==> config.mk <==
export PLATFORM = sky130hd
export DESIGN_NAME = euclidean_rhythm_sequencer_flat
export DESIGN_NICKNAME = d
export VERILOG_FILES = /design/src/hw/rtl/eurs_pkg.sv /design/src/hw/rtl/eurs_in_if.sv /design/src/hw/rtl/eurs_out_if.sv /design/src/hw/rtl/eurs_pattern_gen.sv /design/src/hw/rtl/euclidean_rhythm_sequencer.sv /design/src/flat_wrapper.sv
export SDC_FILE = /design/constraint.sdc
export NUM_CORES = 1
export LEC_CHECK = 0
export BUFFER_PORTS_ARGS = -buffer_cell sky130_fd_sc_hd__buf_2
export CORE_ASPECT_RATIO = 0.6
export CORE_MARGIN = 2
export CORE_UTILIZATION = 65
export CTS_CLUSTER_SIZE = 16
export DETAILED_ROUTE_END_ITERATION = 12
export GPL_ROUTABILITY_DRIVEN = 0
export PLACE_DENSITY = 0.8
export SETUP_SLACK_MARGIN = 0.4
export SLEW_MARGIN = 20
export SYNTH_ARGS = -nofsm -noshare
export SYNTH_HDL_FRONTEND = slang
export SYNTH_SLANG_ARGS = --single-unit
==> constraint.sdc <==
create_clock -name clk -period 7.3 [get_ports clk]
set_input_delay 1.825 -clock clk [delete_from_list [all_inputs] [get_ports clk]]
set_output_delay 1.825 -clock clk [all_outputs]
set_load 0.03 [all_outputs]
==> src/hw/rtl/eurs_pkg.sv <==
package eurs_pkg;

	localparam int unsigned MAX_STEPS = 32;
	localparam int unsigned POS_W     = 5;
	localparam int unsigned CNT_W     = 6;
	localparam int unsigned ACC_W     = 12;
	localparam int unsigned CFG_W     = 6;
	localparam int unsigned CFG_IDX_W = 2;

	localparam logic [CNT_W-1:0] MAX_STEPS_C = CNT_W'(MAX_STEPS);

	// register indexes
	localparam logic [CFG_IDX_W-1:0] CFG_FILL     = 2'd0;
	localparam logic [CFG_IDX_W-1:0] CFG_STEPS    = 2'd1;
	localparam logic [CFG_IDX_W-1:0] CFG_ROTATION = 2'd2;

	typedef enum logic [1:0] {
		OP_TICK    = 2'd0,
		OP_RESTART = 2'd1,
		OP_PEEK    = 2'd2,
		OP_NOP     = 2'd3
	} opcode_t;

	typedef enum logic [1:0] {
		ST_IDLE,
		ST_LOAD,
		ST_REDUCE,
		ST_BUILD
	} build_state_t;

	typedef struct packed {
		logic [CNT_W-1:0] fill_count;
		logic [CNT_W-1:0] step_count;
		logic [POS_W-1:0] rotation;
	} cfg_t;

	// step count clamped to the pattern storage
	function automatic logic [CNT_W-1:0] eff_steps(input logic [CNT_W-1:0] s);
		return (s > MAX_STEPS_C) ? MAX_STEPS_C : s;
	endfunction

endpackage

==> src/hw/rtl/eurs_in_if.sv <==
interface eurs_in_if
	import eurs_pkg::*;
();
	logic             valid;
	logic             ready;
	logic [1:0]       opcode;
	logic [POS_W-1:0] peek_index;

	modport source (output valid, output opcode, output peek_index, input ready);
	modport sink   (input valid, input opcode, input peek_index, output ready);
endinterface

==> src/hw/rtl/eurs_out_if.sv <==
interface eurs_out_if
	import eurs_pkg::*;
();
	logic             valid;
	logic             ready;
	logic             gate;
	logic [POS_W-1:0] step_index;

	modport source (output valid, output gate, output step_index, input ready);
	modport sink   (input valid, input gate, input step_index, output ready);
endinterface

==> src/hw/rtl/eurs_pattern_gen.sv <==
module eurs_pattern_gen
	import eurs_pkg::*;
(
	input  logic                 clk,
	input  logic                 arst_n,
	input  logic                 start,
	input  cfg_t                 cfg,
	output logic                 busy,
	output logic [MAX_STEPS-1:0] pattern
);

	build_state_t state_q, state_d;

	logic [MAX_STEPS-1:0] pattern_q;
	logic [POS_W-1:0]     rmod_q;
	logic [POS_W-1:0]     j_q;
	logic [POS_W-1:0]     cell_q;
	logic [CNT_W-1:0]     k_q;
	logic [ACC_W-1:0]     acc_a_q;
	logic [ACC_W-1:0]     acc_b_q;

	logic [CNT_W-1:0] s_eff;
	logic [CNT_W-1:0] f_eff;
	logic             rmod_ge;
	logic             hit;
	logic             last_cell;
	logic [POS_W-1:0] cell_next;

	assign s_eff = eff_steps(cfg.step_count);
	assign f_eff = (cfg.fill_count > s_eff) ? s_eff : cfg.fill_count;

	// datapath decisions
	always_comb begin
		rmod_ge   = {1'b0, rmod_q} >= s_eff;
		// next hit k lands here when 2ks+f < 2f(j+1)
		hit       = (k_q < f_eff) && (acc_a_q < acc_b_q);
		last_cell = ({1'b0, j_q} == (s_eff - CNT_W'(1)));
		cell_next = ({1'b0, cell_q} == (s_eff - CNT_W'(1))) ? '0 : cell_q + POS_W'(1);
	end

	always_comb begin
		state_d = state_q;
		unique case (state_q)
			ST_IDLE:   state_d = ST_IDLE;
			ST_LOAD:   state_d = (s_eff == '0) ? ST_IDLE : ST_REDUCE;
			ST_REDUCE: state_d = rmod_ge ? ST_REDUCE : ST_BUILD;
			ST_BUILD:  state_d = last_cell ? ST_IDLE : ST_BUILD;
			default:   state_d = ST_IDLE;
		endcase
		if (start)
			state_d = ST_LOAD;
	end

	always_ff @(posedge clk or negedge arst_n) begin
		if (!arst_n)
			state_q <= ST_IDLE;
		else
			state_q <= state_d;
	end

	always_ff @(posedge clk or negedge arst_n) begin
		if (!arst_n) begin
			pattern_q <= '0;
			rmod_q    <= '0;
			j_q       <= '0;
			k_q       <= '0;
			cell_q    <= '0;
			acc_a_q   <= '0;
			acc_b_q   <= '0;
		end else if (!start) begin
			unique case (state_q)
				ST_LOAD: begin
					pattern_q <= '0;
					rmod_q    <= cfg.rotation;
				end
				ST_REDUCE: begin
					if (rmod_ge) begin
						rmod_q <= rmod_q - s_eff[POS_W-1:0];
					end else begin
						j_q     <= '0;
						k_q     <= '0;
						cell_q  <= rmod_q;
						acc_a_q <= ACC_W'(f_eff);
						acc_b_q <= ACC_W'({f_eff, 1'b0});
					end
				end
				ST_BUILD: begin
					if (hit) begin
						pattern_q[cell_q] <= 1'b1;
						k_q               <= k_q + CNT_W'(1);
						acc_a_q           <= acc_a_q + ACC_W'({s_eff, 1'b0});
					end
					acc_b_q <= acc_b_q + ACC_W'({f_eff, 1'b0});
					j_q     <= j_q + POS_W'(1);
					cell_q  <= cell_next;
				end
				default: ;
			endcase
		end
	end

	always_comb begin
		busy    = (state_q != ST_IDLE);
		pattern = pattern_q;
	end

endmodule

==> src/hw/rtl/euclidean_rhythm_sequencer.sv <==
// An accepted item's result is written to the output register on the next clock edge.
// Throughput: one item per cycle while no rebuild runs; the output register lets
//   a new item in while the previous result is taken in the same cycle.
// A write to a mapped register rebuilds the pattern (load, reduce the rotation,
//   build each cell; zero steps end at the load), input stalled. Reset (arst_n low)
//   clears position and config to fill 0, steps 16, rotation 0: all-zero pattern.
module euclidean_rhythm_sequencer
	import eurs_pkg::*;
(
	input  logic                 clk,
	input  logic                 arst_n,
	input  logic                 cfg_we,
	input  logic [CFG_IDX_W-1:0] cfg_index,
	input  logic [CFG_W-1:0]     cfg_data,
	eurs_in_if.sink              in_ch,
	eurs_out_if.source           out_ch
);

	cfg_t                 cfg_q;
	logic                 cfg_hit;
	logic                 build_busy;
	logic [MAX_STEPS-1:0] pattern;

	logic [POS_W-1:0] pos_q;
	logic             out_valid_q;
	logic             gate_q;
	logic [POS_W-1:0] step_index_q;

	logic             in_acc;
	logic [CNT_W-1:0] s_eff;
	logic             res_gate;
	logic [POS_W-1:0] res_index;
	logic [POS_W-1:0] pos_next;
	opcode_t          op;

	// ---------------- configuration registers ----------------
	always_comb begin
		unique case (cfg_index)
			CFG_FILL, CFG_STEPS, CFG_ROTATION: cfg_hit = cfg_we;
			default:                           cfg_hit = 1'b0;
		endcase
	end

	always_ff @(posedge clk or negedge arst_n) begin
		if (!arst_n) begin
			cfg_q.fill_count <= '0;
			cfg_q.step_count <= CNT_W'(16);
			cfg_q.rotation   <= '0;
		end else if (cfg_we) begin
			unique case (cfg_index)
				CFG_FILL:     cfg_q.fill_count <= cfg_data;
				CFG_STEPS:    cfg_q.step_count <= cfg_data;
				CFG_ROTATION: cfg_q.rotation   <= cfg_data[POS_W-1:0];
				default: ;
			endcase
		end
	end

	// pattern rebuild runs after every valid register write
	eurs_pattern_gen u_pattern_gen (
		.clk     (clk),
		.arst_n  (arst_n),
		.start   (cfg_hit),
		.cfg     (cfg_q),
		.busy    (build_busy),
		.pattern (pattern)
	);

	// ---------------- item path ----------------
	// stall while the pattern is rebuilt; otherwise take an item whenever the
	// result register is empty or being drained
	assign in_ch.ready = !build_busy && (!out_valid_q || out_ch.ready);
	assign in_acc      = in_ch.valid && in_ch.ready;
	assign s_eff       = eff_steps(cfg_q.step_count);
	assign op          = opcode_t'(in_ch.opcode);

	always_comb begin
		res_gate  = 1'b0;
		res_index = '0;
		pos_next  = pos_q;
		unique case (op)
			OP_TICK: begin
				// position may sit past a shrunken length: gate 0, then wrap
				res_gate  = ({1'b0, pos_q} < s_eff) ? pattern[pos_q] : 1'b0;
				res_index = pos_q;
				pos_next  = ((s_eff != '0) && (({1'b0, pos_q} + CNT_W'(1)) < s_eff))
				            ? pos_q + POS_W'(1) : '0;
			end
			OP_RESTART: pos_next = '0;
			OP_PEEK: begin
				res_gate  = ({1'b0, in_ch.peek_index} < s_eff)
				            ? pattern[in_ch.peek_index] : 1'b0;
				res_index = in_ch.peek_index;
			end
			default: ;  // no-op: zero result, state held
		endcase
	end

	always_ff @(posedge clk or negedge arst_n) begin
		if (!arst_n) begin
			pos_q       <= '0;
			out_valid_q <= 1'b0;
		end else begin
			if (in_acc) begin
				pos_q       <= pos_next;
				out_valid_q <= 1'b1;
			end else if (out_ch.ready) begin
				out_valid_q <= 1'b0;
			end
		end
	end

	always_ff @(posedge clk) begin
		if (in_acc) begin
			gate_q       <= res_gate;
			step_index_q <= res_index;
		end
	end

	assign out_ch.valid      = out_valid_q;
	assign out_ch.gate       = gate_q;
	assign out_ch.step_index = step_index_q;

	// ---------------- checks ----------------
	a_stall_on_build: assert property (@(posedge clk) disable iff (!arst_n)
		build_busy |-> !in_ch.ready)
		else $error("item taken during pattern rebuild");

	a_result_follows: assert property (@(posedge clk) disable iff (!arst_n)
		in_acc |=> out_ch.valid)
		else $error("accepted item produced no result");

	a_restart_zero: assert property (@(posedge clk) disable iff (!arst_n)
		(in_acc && op == OP_RESTART) |=> (pos_q == '0 && !out_ch.gate))
		else $error("restart did not clear position");

	a_zero_steps: assert property (@(posedge clk) disable iff (!arst_n)
		(in_acc && op == OP_TICK && s_eff == '0) |=> (pos_q == '0 && !out_ch.gate))
		else $error("tick with zero steps misbehaved");

endmodule

==> src/flat_wrapper.sv <==
// flat-port wrapper written by rule: the top's interface ports become plain ports
module euclidean_rhythm_sequencer_flat import eurs_pkg::*;
  (clk, arst_n, cfg_we, cfg_index, cfg_data, in_ch_valid, in_ch_opcode, in_ch_peek_index, in_ch_ready, out_ch_valid, out_ch_gate, out_ch_step_index, out_ch_ready);
  eurs_in_if in_ch_i ();
  eurs_out_if out_ch_i ();
  input  logic clk;
  input  logic arst_n;
  input  logic cfg_we;
  input  logic [CFG_IDX_W-1:0] cfg_index;
  input  logic [CFG_W-1:0] cfg_data;
  input wire logic [$bits(in_ch_i.valid)-1:0] in_ch_valid;
  input wire logic [$bits(in_ch_i.opcode)-1:0] in_ch_opcode;
  input wire logic [$bits(in_ch_i.peek_index)-1:0] in_ch_peek_index;
  output wire logic [$bits(in_ch_i.ready)-1:0] in_ch_ready;
  output wire logic [$bits(out_ch_i.valid)-1:0] out_ch_valid;
  output wire logic [$bits(out_ch_i.gate)-1:0] out_ch_gate;
  output wire logic [$bits(out_ch_i.step_index)-1:0] out_ch_step_index;
  input wire logic [$bits(out_ch_i.ready)-1:0] out_ch_ready;
  assign in_ch_i.valid = in_ch_valid;
  assign in_ch_i.opcode = in_ch_opcode;
  assign in_ch_i.peek_index = in_ch_peek_index;
  assign in_ch_ready = in_ch_i.ready;
  assign out_ch_valid = out_ch_i.valid;
  assign out_ch_gate = out_ch_i.gate;
  assign out_ch_step_index = out_ch_i.step_index;
  assign out_ch_i.ready = out_ch_ready;
  euclidean_rhythm_sequencer u_core (.clk(clk), .arst_n(arst_n), .cfg_we(cfg_we), .cfg_index(cfg_index), .cfg_data(cfg_data), .in_ch(in_ch_i), .out_ch(out_ch_i));
endmodule
Yosys cells after proc, flatten, opt, wreduce, memory -nomap -nowiden
Index checks and enable logic that the tools add are counted.

Register bits after elaboration: 108. Bits of input ports: 20. Output and inout port bits: 8. Logic and storage cells: 117.

$add $sub $neg: 9. Magnitude comparators: 12. Eq/ne operators: 12. Muxes and demuxes: 39. Bitwise operators: 2. Reductions and logical operators: 28.

Operators by type and width (count): one-hot mux 32 bit (2 select lines) (1); one-hot mux 5 bit (2 select lines) (5); one-hot mux 12 bit (2 select lines) (2); 2-to-1 mux 12 bit (3); 2-to-1 mux 32 bit (1); bitwise OR 32 bit (1); 2-to-1 mux 5 bit (5); adder 12 x 7 -> 12 bit (2); 2-to-1 mux 6 bit (4); < comparator 5 x 6 -> 1 bit (second input constant) (3); adder 5 x 1 -> 5 bit (second input constant) (3); == test 5 x 6 -> 1 bit (2); < comparator 12 bit (1); < comparator 5 x 6 -> 1 bit (2); < comparator 6 bit (2); one-hot mux 6 bit (2 select lines) (1); nonzero test 2 bit (6); binary-select mux 1 bit (select 5 bit) (2); 2-to-1 mux 1 bit (9); AND reduction 3 bit (3); == test 2 bit (second input constant) (4); one-hot mux 2 bit (4 select lines) (1); AND reduction 2 bit (4); adder 5 x 1 -> 6 bit (second input constant) (1); other kinds (21) (34).

Longest topological paths before layout
Depth in word-level cells: 8. Gate-level depth with buffers: 19. Gate-level depth less buffers: 18.

By module
From an unflattened synthesis, not the netlist that was laid out.

Cells, all modules: 718. Area, all modules: 7080.5 um2.

Modules (own cells, without submodules): eurs_pattern_gen (times used 1, cells each 519, area each 4898.4 um2, seq. area each 1926.8 um2); euclidean_rhythm_sequencer (times used 1, cells each 199, area each 2182.1 um2, seq. area each 757.0 um2).

Worst setup path before layout
Ideal clock, no wire load.

Path kind: input -> output. Start: input port out_ch_ready. End: output port in_ch_ready. Arrival time: 2.561 ns. Data required time: 5.475 ns. Setup slack: 2.914 ns. Stages on the path: 2. Path buffers: 0. Cells stage by stage: nor2b_1 > nor3_1.

Word-level cells in the longest chain between the ends: 2.

RTL lines: from (decl) (line flat_wrapper.sv:18) `input wire logic [$bits(out_ch_i.ready)-1:0] out_ch_ready;`; logical OR 1 bit (line euclidean_rhythm_sequencer.sv:72) `assign in_ch.ready = !build_busy && (!out_valid_q || out_ch.ready);`; logical AND 1 bit (line euclidean_rhythm_sequencer.sv:72); to (decl) (line flat_wrapper.sv:14) `output wire logic [$bits(in_ch_i.ready)-1:0] in_ch_ready;`.

No other way between the ends.

Worst setup path in the final report
Start: register u_core.cfg_q[10] in the netlist's numbering. End: register u_core.u_pattern_gen.pattern_q[14] (netlist: u_core.u_pattern_gen.pattern[14]).

Word-level cells in the longest chain between the ends: 8.

RTL lines: from (decl) (line euclidean_rhythm_sequencer.sv:19) `cfg_t cfg_q;`; greater-than comparator 6 bit (line eurs_pkg.sv:39) `return (s > MAX_STEPS_C) ? MAX_STEPS_C : s;`; 2-to-1 mux 6 bit * (line eurs_pkg.sv:39); greater-than comparator 6 bit (line eurs_pattern_gen.sv:30) `assign f_eff = (cfg.fill_count > s_eff) ? s_eff : cfg.fill_count;`; 2-to-1 mux 6 bit * (line eurs_pattern_gen.sv:30); < comparator 6 bit * (line eurs_pattern_gen.sv:36) `hit = (k_q < f_eff) && (acc_a_q < acc_b_q);`; logical AND 1 bit * (line eurs_pattern_gen.sv:36); inequality test 2 bit (no source line) *; AND reduction 3 bit (no source line) *; to (signal assigned) (line eurs_pattern_gen.sv:63) `pattern_q <= '0;`; to (signal assigned) (line eurs_pattern_gen.sv:73) `pattern_q <= '0;`; to (signal, indexed assignment) (line eurs_pattern_gen.sv:89) `pattern_q[cell_q] <= 1'b1;`; to (decl) (line eurs_pattern_gen.sv:14) `logic [MAX_STEPS-1:0] pattern_q;`.

Every way passes the cells marked *; elsewhere a longest branch is shown, timed or not. A chain may end at the register's enable or synchronous reset.

==> out/summary.md <==
The run gives 0 as the number of hold-repair buffers added at the cts stage. The synthesized netlist contains 72 unique library cells. Across the routed clock network, the largest skew measured is 0.0105 ns. The worst hold path belongs to the class flip-flop to flip-flop. By area the synthesized netlist is led by dfrtp_1, ha_1, a32o_1, mux4_2, mux2_2.

Cells with a size suffix above 1 make up 13.8% of the layout. For the synthesized instance count, the log shows 691. Setup violations remaining at the end of the flow were counted as 0. The register area share after synthesis came out at 37.8%. The diode insertion count for antenna repair came out at 0. Summed over all layers, the routed wires come to 18400 microns. The run gives 29700 microns as the global-route wire length before repair. The largest family of logic cells by synthesized area is compound AO/OA/AOI/OAI gates. The root buffer cell chosen for the clock tree is clkbuf_16.

Yosys mapped a number of flops with a built-in enable equal to 6. Post-CTS repair changed the size of 0 cells. Setup repair after global routing left no endpoint under its margin.

The run gives 772 as the number of nets produced by synthesis. The tools report the initial antenna violation count as 1. Entering global routing, the biggest net connects 82 pins. In the final routed layout, each cell accounts on average for 21.8 microns. The synthesized cell area is 7100 sq um. Maximum fanout along the worst path: 35. The synthesized netlist devotes 11.1% of its cell area to adder and majority cells. Measured along the x axis, the die boundary spans 139 microns. The share of total power dissipated in combinational logic is 50.2%. The most used flip-flop cell after synthesis is dfrtp_1.

In the routed layout, each cell is associated on average with a via count of 6.91. Setup total negative slack on the finished layout was measured at 0 ns. The cell leakage power was 3.45 nW; the required time at the endpoint of the critical path was 7.59 ns. At the end of the flow, the number of nets in the layout was 781. The later pin in the worst-skew pair is clocked with a latency of 0.35 ns.

The worst setup path is captured at a flip-flop. The tools report the startpoint class of the critical path as a flip-flop. The run gives 761 as the count of fill cells added during filler insertion. Final worst-path setup slack: 2.25 ns. The register clock-pin slew on the reported worst setup and hold paths was 0.08 ns. The start-to-end type of the worst setup path is flip-flop to flip-flop. After Yosys synthesis, and, or, nand and nor cells account for 13.4% of the synthesized area. In this run, CTS created clock tree buffers numbering 9. The number of hold violations in the final report is 0, and the final routed DRC violation total is 0.

The number of routed nets with antenna violations was 0; the peak supply drop was 0.256 mV. The initial detailed-routing violation count was 693; the number of synthesized register bits was 106. Yosys printed 0 warnings.

The xor and xnor area share after synthesis is 4.26%. The final route contains 5831 vias. The placeable core area is 10600 sq um, and the switching part of the total is 46.1%. The overall global routing resource usage was 32.0%. In this run the critical register-to-register path is launched from u_core.cfg_q[10]. Per-instance average area after synthesis: 10.3 sq um. The clock passes through at most 2 buffers. Compared with the post-synthesis result, the final layout area differs by 7.21%.

The post-route clock period utilization came out at 69.2%. The tool flagged a number of max-cap violations equal to 0. For the worst setup path, the data arrival time is 5.34 ns. 28 I/O pins were placed. The synthesized design devotes to its leading area cell type 34.9% of total area. The tools report the upper clock frequency limit as 198 MHz. Cell type with the highest aggregate area in the netlist: dfrtp_1.

The startpoint identified for the worst hold timing path is u_core.cfg_q[0]. The tools report the tightest slew margin relative to the limit as 32.6%. For this run, the detailed router's first-pass iteration total came to 6.

Cell internal power was estimated by the tool at 1.56 mW. The initialized floorplan defines 29 standard-cell rows. After layout, the minimum clock period comes to 5.05 ns.

Summing the areas of all compound-gate instances in the mapped netlist gives 18.1% of the synthesized area. TritonCTS built the clock tree. The ratio of total power to cell area was 381 nW/um^2.

In the synthesized netlist, mux cells make up 11.2% of the area. The clock network burns 16.5% of the power. The count of buffers added by post-CTS timing repair for setup came out at 0.

Measured along the y axis, the die boundary spans 85.0 microns. The clock net sink count is 106. For the pin with the worst max-slew slack, the measured transition is 1.01 ns. The effective utilization at floorplan was 67.0%. The CTS H-tree depth was 3; the number of input and output port buffers inserted was 27.

The worst setup path startpoint is u_core.cfg_q[10]. OpenSTA, run right after detailed placement, puts the worst setup slack at 2.39 ns. The sum of overflow across all layers after global routing is 0. Counting flops with an async set or reset pin after synthesis yields a share of 94.3%. The run gives 13400 microns as the HPWL reported at the end of detailed placement. The tools report the proportion of power drawn by flip-flops and latches as 33.2%. The logs give 5564 for the number of global-route vias before repair and 0 for the final count of pins violating max slew.

Net switching power: 1.34 mW. The run gives 11800 sq um as the floorplan die area. The flow ran to the end, and the final reports show no timing, DRC or antenna violations.
==> state kept, by name, summed over array words and instances (netlist names) <==
| name | cells |
|---|---|
| u_core.u_pattern_gen.j_q | 5 |
| u_core.u_pattern_gen.acc_a_q | 11 |
| u_core.out_ch.gate | 1 |
| u_core.cfg_q | 17 |
| u_core.u_pattern_gen.rmod_q | 5 |
| u_core.u_pattern_gen.acc_b_q | 11 |
| u_core.u_pattern_gen.cell_q | 5 |
| u_core.pos_q | 5 |
| u_core.out_ch.valid | 1 |
| u_core.u_pattern_gen.pattern | 32 |
| u_core.u_pattern_gen.k_q | 6 |
| u_core.u_pattern_gen.state_q | 2 |
| u_core.out_ch.step_index | 5 |
==> synth_stat cells (6+ instances only) <==
master    number
or4_1          6
buf_2          6
a21oi_1       37
nor3_1        11
edfxtp_1       6
o21ai_0       25
inv_1         41
nor3b_1        6
dfrtp_1       99
nor2_1        40
a21o_1        15
nand2b_1      10
xnor2_1       21
o211ai_1       7
a211oi_1       7
mux2i_1       18
nor2b_1        8
mux2_2        21
o21a_1         7
mux4_2        14
ha_1          58
a32o_1        32
nand3_1       23
nand4_1        7
nand2_1       43
clkbuf_1      22
xor2_1        11
==> power groups by stage <==
stage | clock, mW | combinational [mW] | sequential (mW)
finish | 0.480 | 1.46 | 0.965
global route | 0.505 | 1.60 | 0.980
CTS | 0.480 | 1.43 | 0.952
detailed placement | 0 | 1.41 | 0.957
global placement | 0 | 1.35 | 0.951
floorplan | 0 | 1.15 | 0.863
==> metal layers <==
metal  global-route usage [%]  share of wire [%]  up-vias
met5                        0                  0        -
met4                     7.53                1.4        0
met1                     49.3                 45     2883
met3                     9.09                 12       35
met2                     45.0                 42      330
li1                         -                  -     2583
==> metrics by stage <==
stage | util, % | instance area (sq um) | cells | hold WS (ns) | total power, mW
detailed placement | 68.9 | 7300 | 827 | 0.499 | 2.37
floorplan | - | 7100 | 691 | 0.462 | 2.01
CTS | 71.6 | 7580 | 843 | 0.514 | 2.86
finish | 71.8 | 7610 | 844 | 0.513 | 2.90
global route | 71.8 | 7610 | 844 | 0.531 | 3.09
global placement | 68.9 | 7300 | 827 | 0.490 | 2.30
==> cells by family (layout without fill, tap and decap cells) <==
kind of cell    after synthesis  count (layout)
xor+xnor                     33              33
mux                          58              58
simple gates                185             185
flops                       106             106
compound gates              172             172
buf+inv                      76              90
fa+ha+maj                    61              61
==> layout by cell type (no fill, tap or decap), types with 6 or more instances in the layout <==
master,synthesis,final
dfrtp_1,99,99
ha_1,58,58
nand2_1,43,43
inv_1,41,41
nor2_1,40,40
a21oi_1,37,37
a32o_1,32,32
buf_2,6,26
o21ai_0,25,25
nand3_1,23,23
xnor2_1,21,21
mux2_2,21,21
mux2i_1,18,18
a21o_1,15,15
mux4_2,14,14
xor2_1,11,11
nor3_1,11,11
nand2b_1,10,9
clkbuf_16,0,9
nor2b_1,8,8
o21a_1,7,7
a211oi_1,7,7
nand4_1,7,7
o211ai_1,7,7
or4_1,6,6
nor3b_1,6,6
edfxtp_1,6,6
==> critical path, cell delays in order, from the launching register on <==
cell and delay, ns:
dfrtp_1 0.54, nor2b_1 0.45, inv_1 0.31, ha_1 0.41, and4_1 0.21, o21ai_2 0.10
a31oi_4 0.36, mux2_2 0.43, inv_1 0.07, ha_1 0.25, nand2_1 0.09, mux2i_1 0.14
a2111oi_4 0.41, o31ai_4 0.21, nor2_4 0.67, a32o_1 0.30
==> final cells by class <==
class	count	area [sq um]	share of cell area (%)
Clock buffer	10	239	3.14
Timing Repair Buffer	31	188	2.47
Tap cell	139	174	2.28
Sequential cell	106	2680	35.3
Multi-Input combinational cell	509	4120	54.1
Inverter	43	161	2.12
Clock inverter	6	47.5	0.625
==> path summary, 6_finish.rpt <==
kind                       cells past startpoint                               end  slack [ns]
max                                           15  u_core.u_pattern_gen.pattern[14]        2.25
min                                            1                   u_core.cfg_q[0]        0.51
max reg2reg                                   15  u_core.u_pattern_gen.pattern[14]        2.25
min reg2reg                                    1                   u_core.cfg_q[0]        0.51
max in group asynchronous                      3                   u_core.cfg_q[9]        4.96
min in group asynchronous                      1       u_core.u_pattern_gen.k_q[5]        1.35
Note: power is estimated with default switching activity, not from simulation.
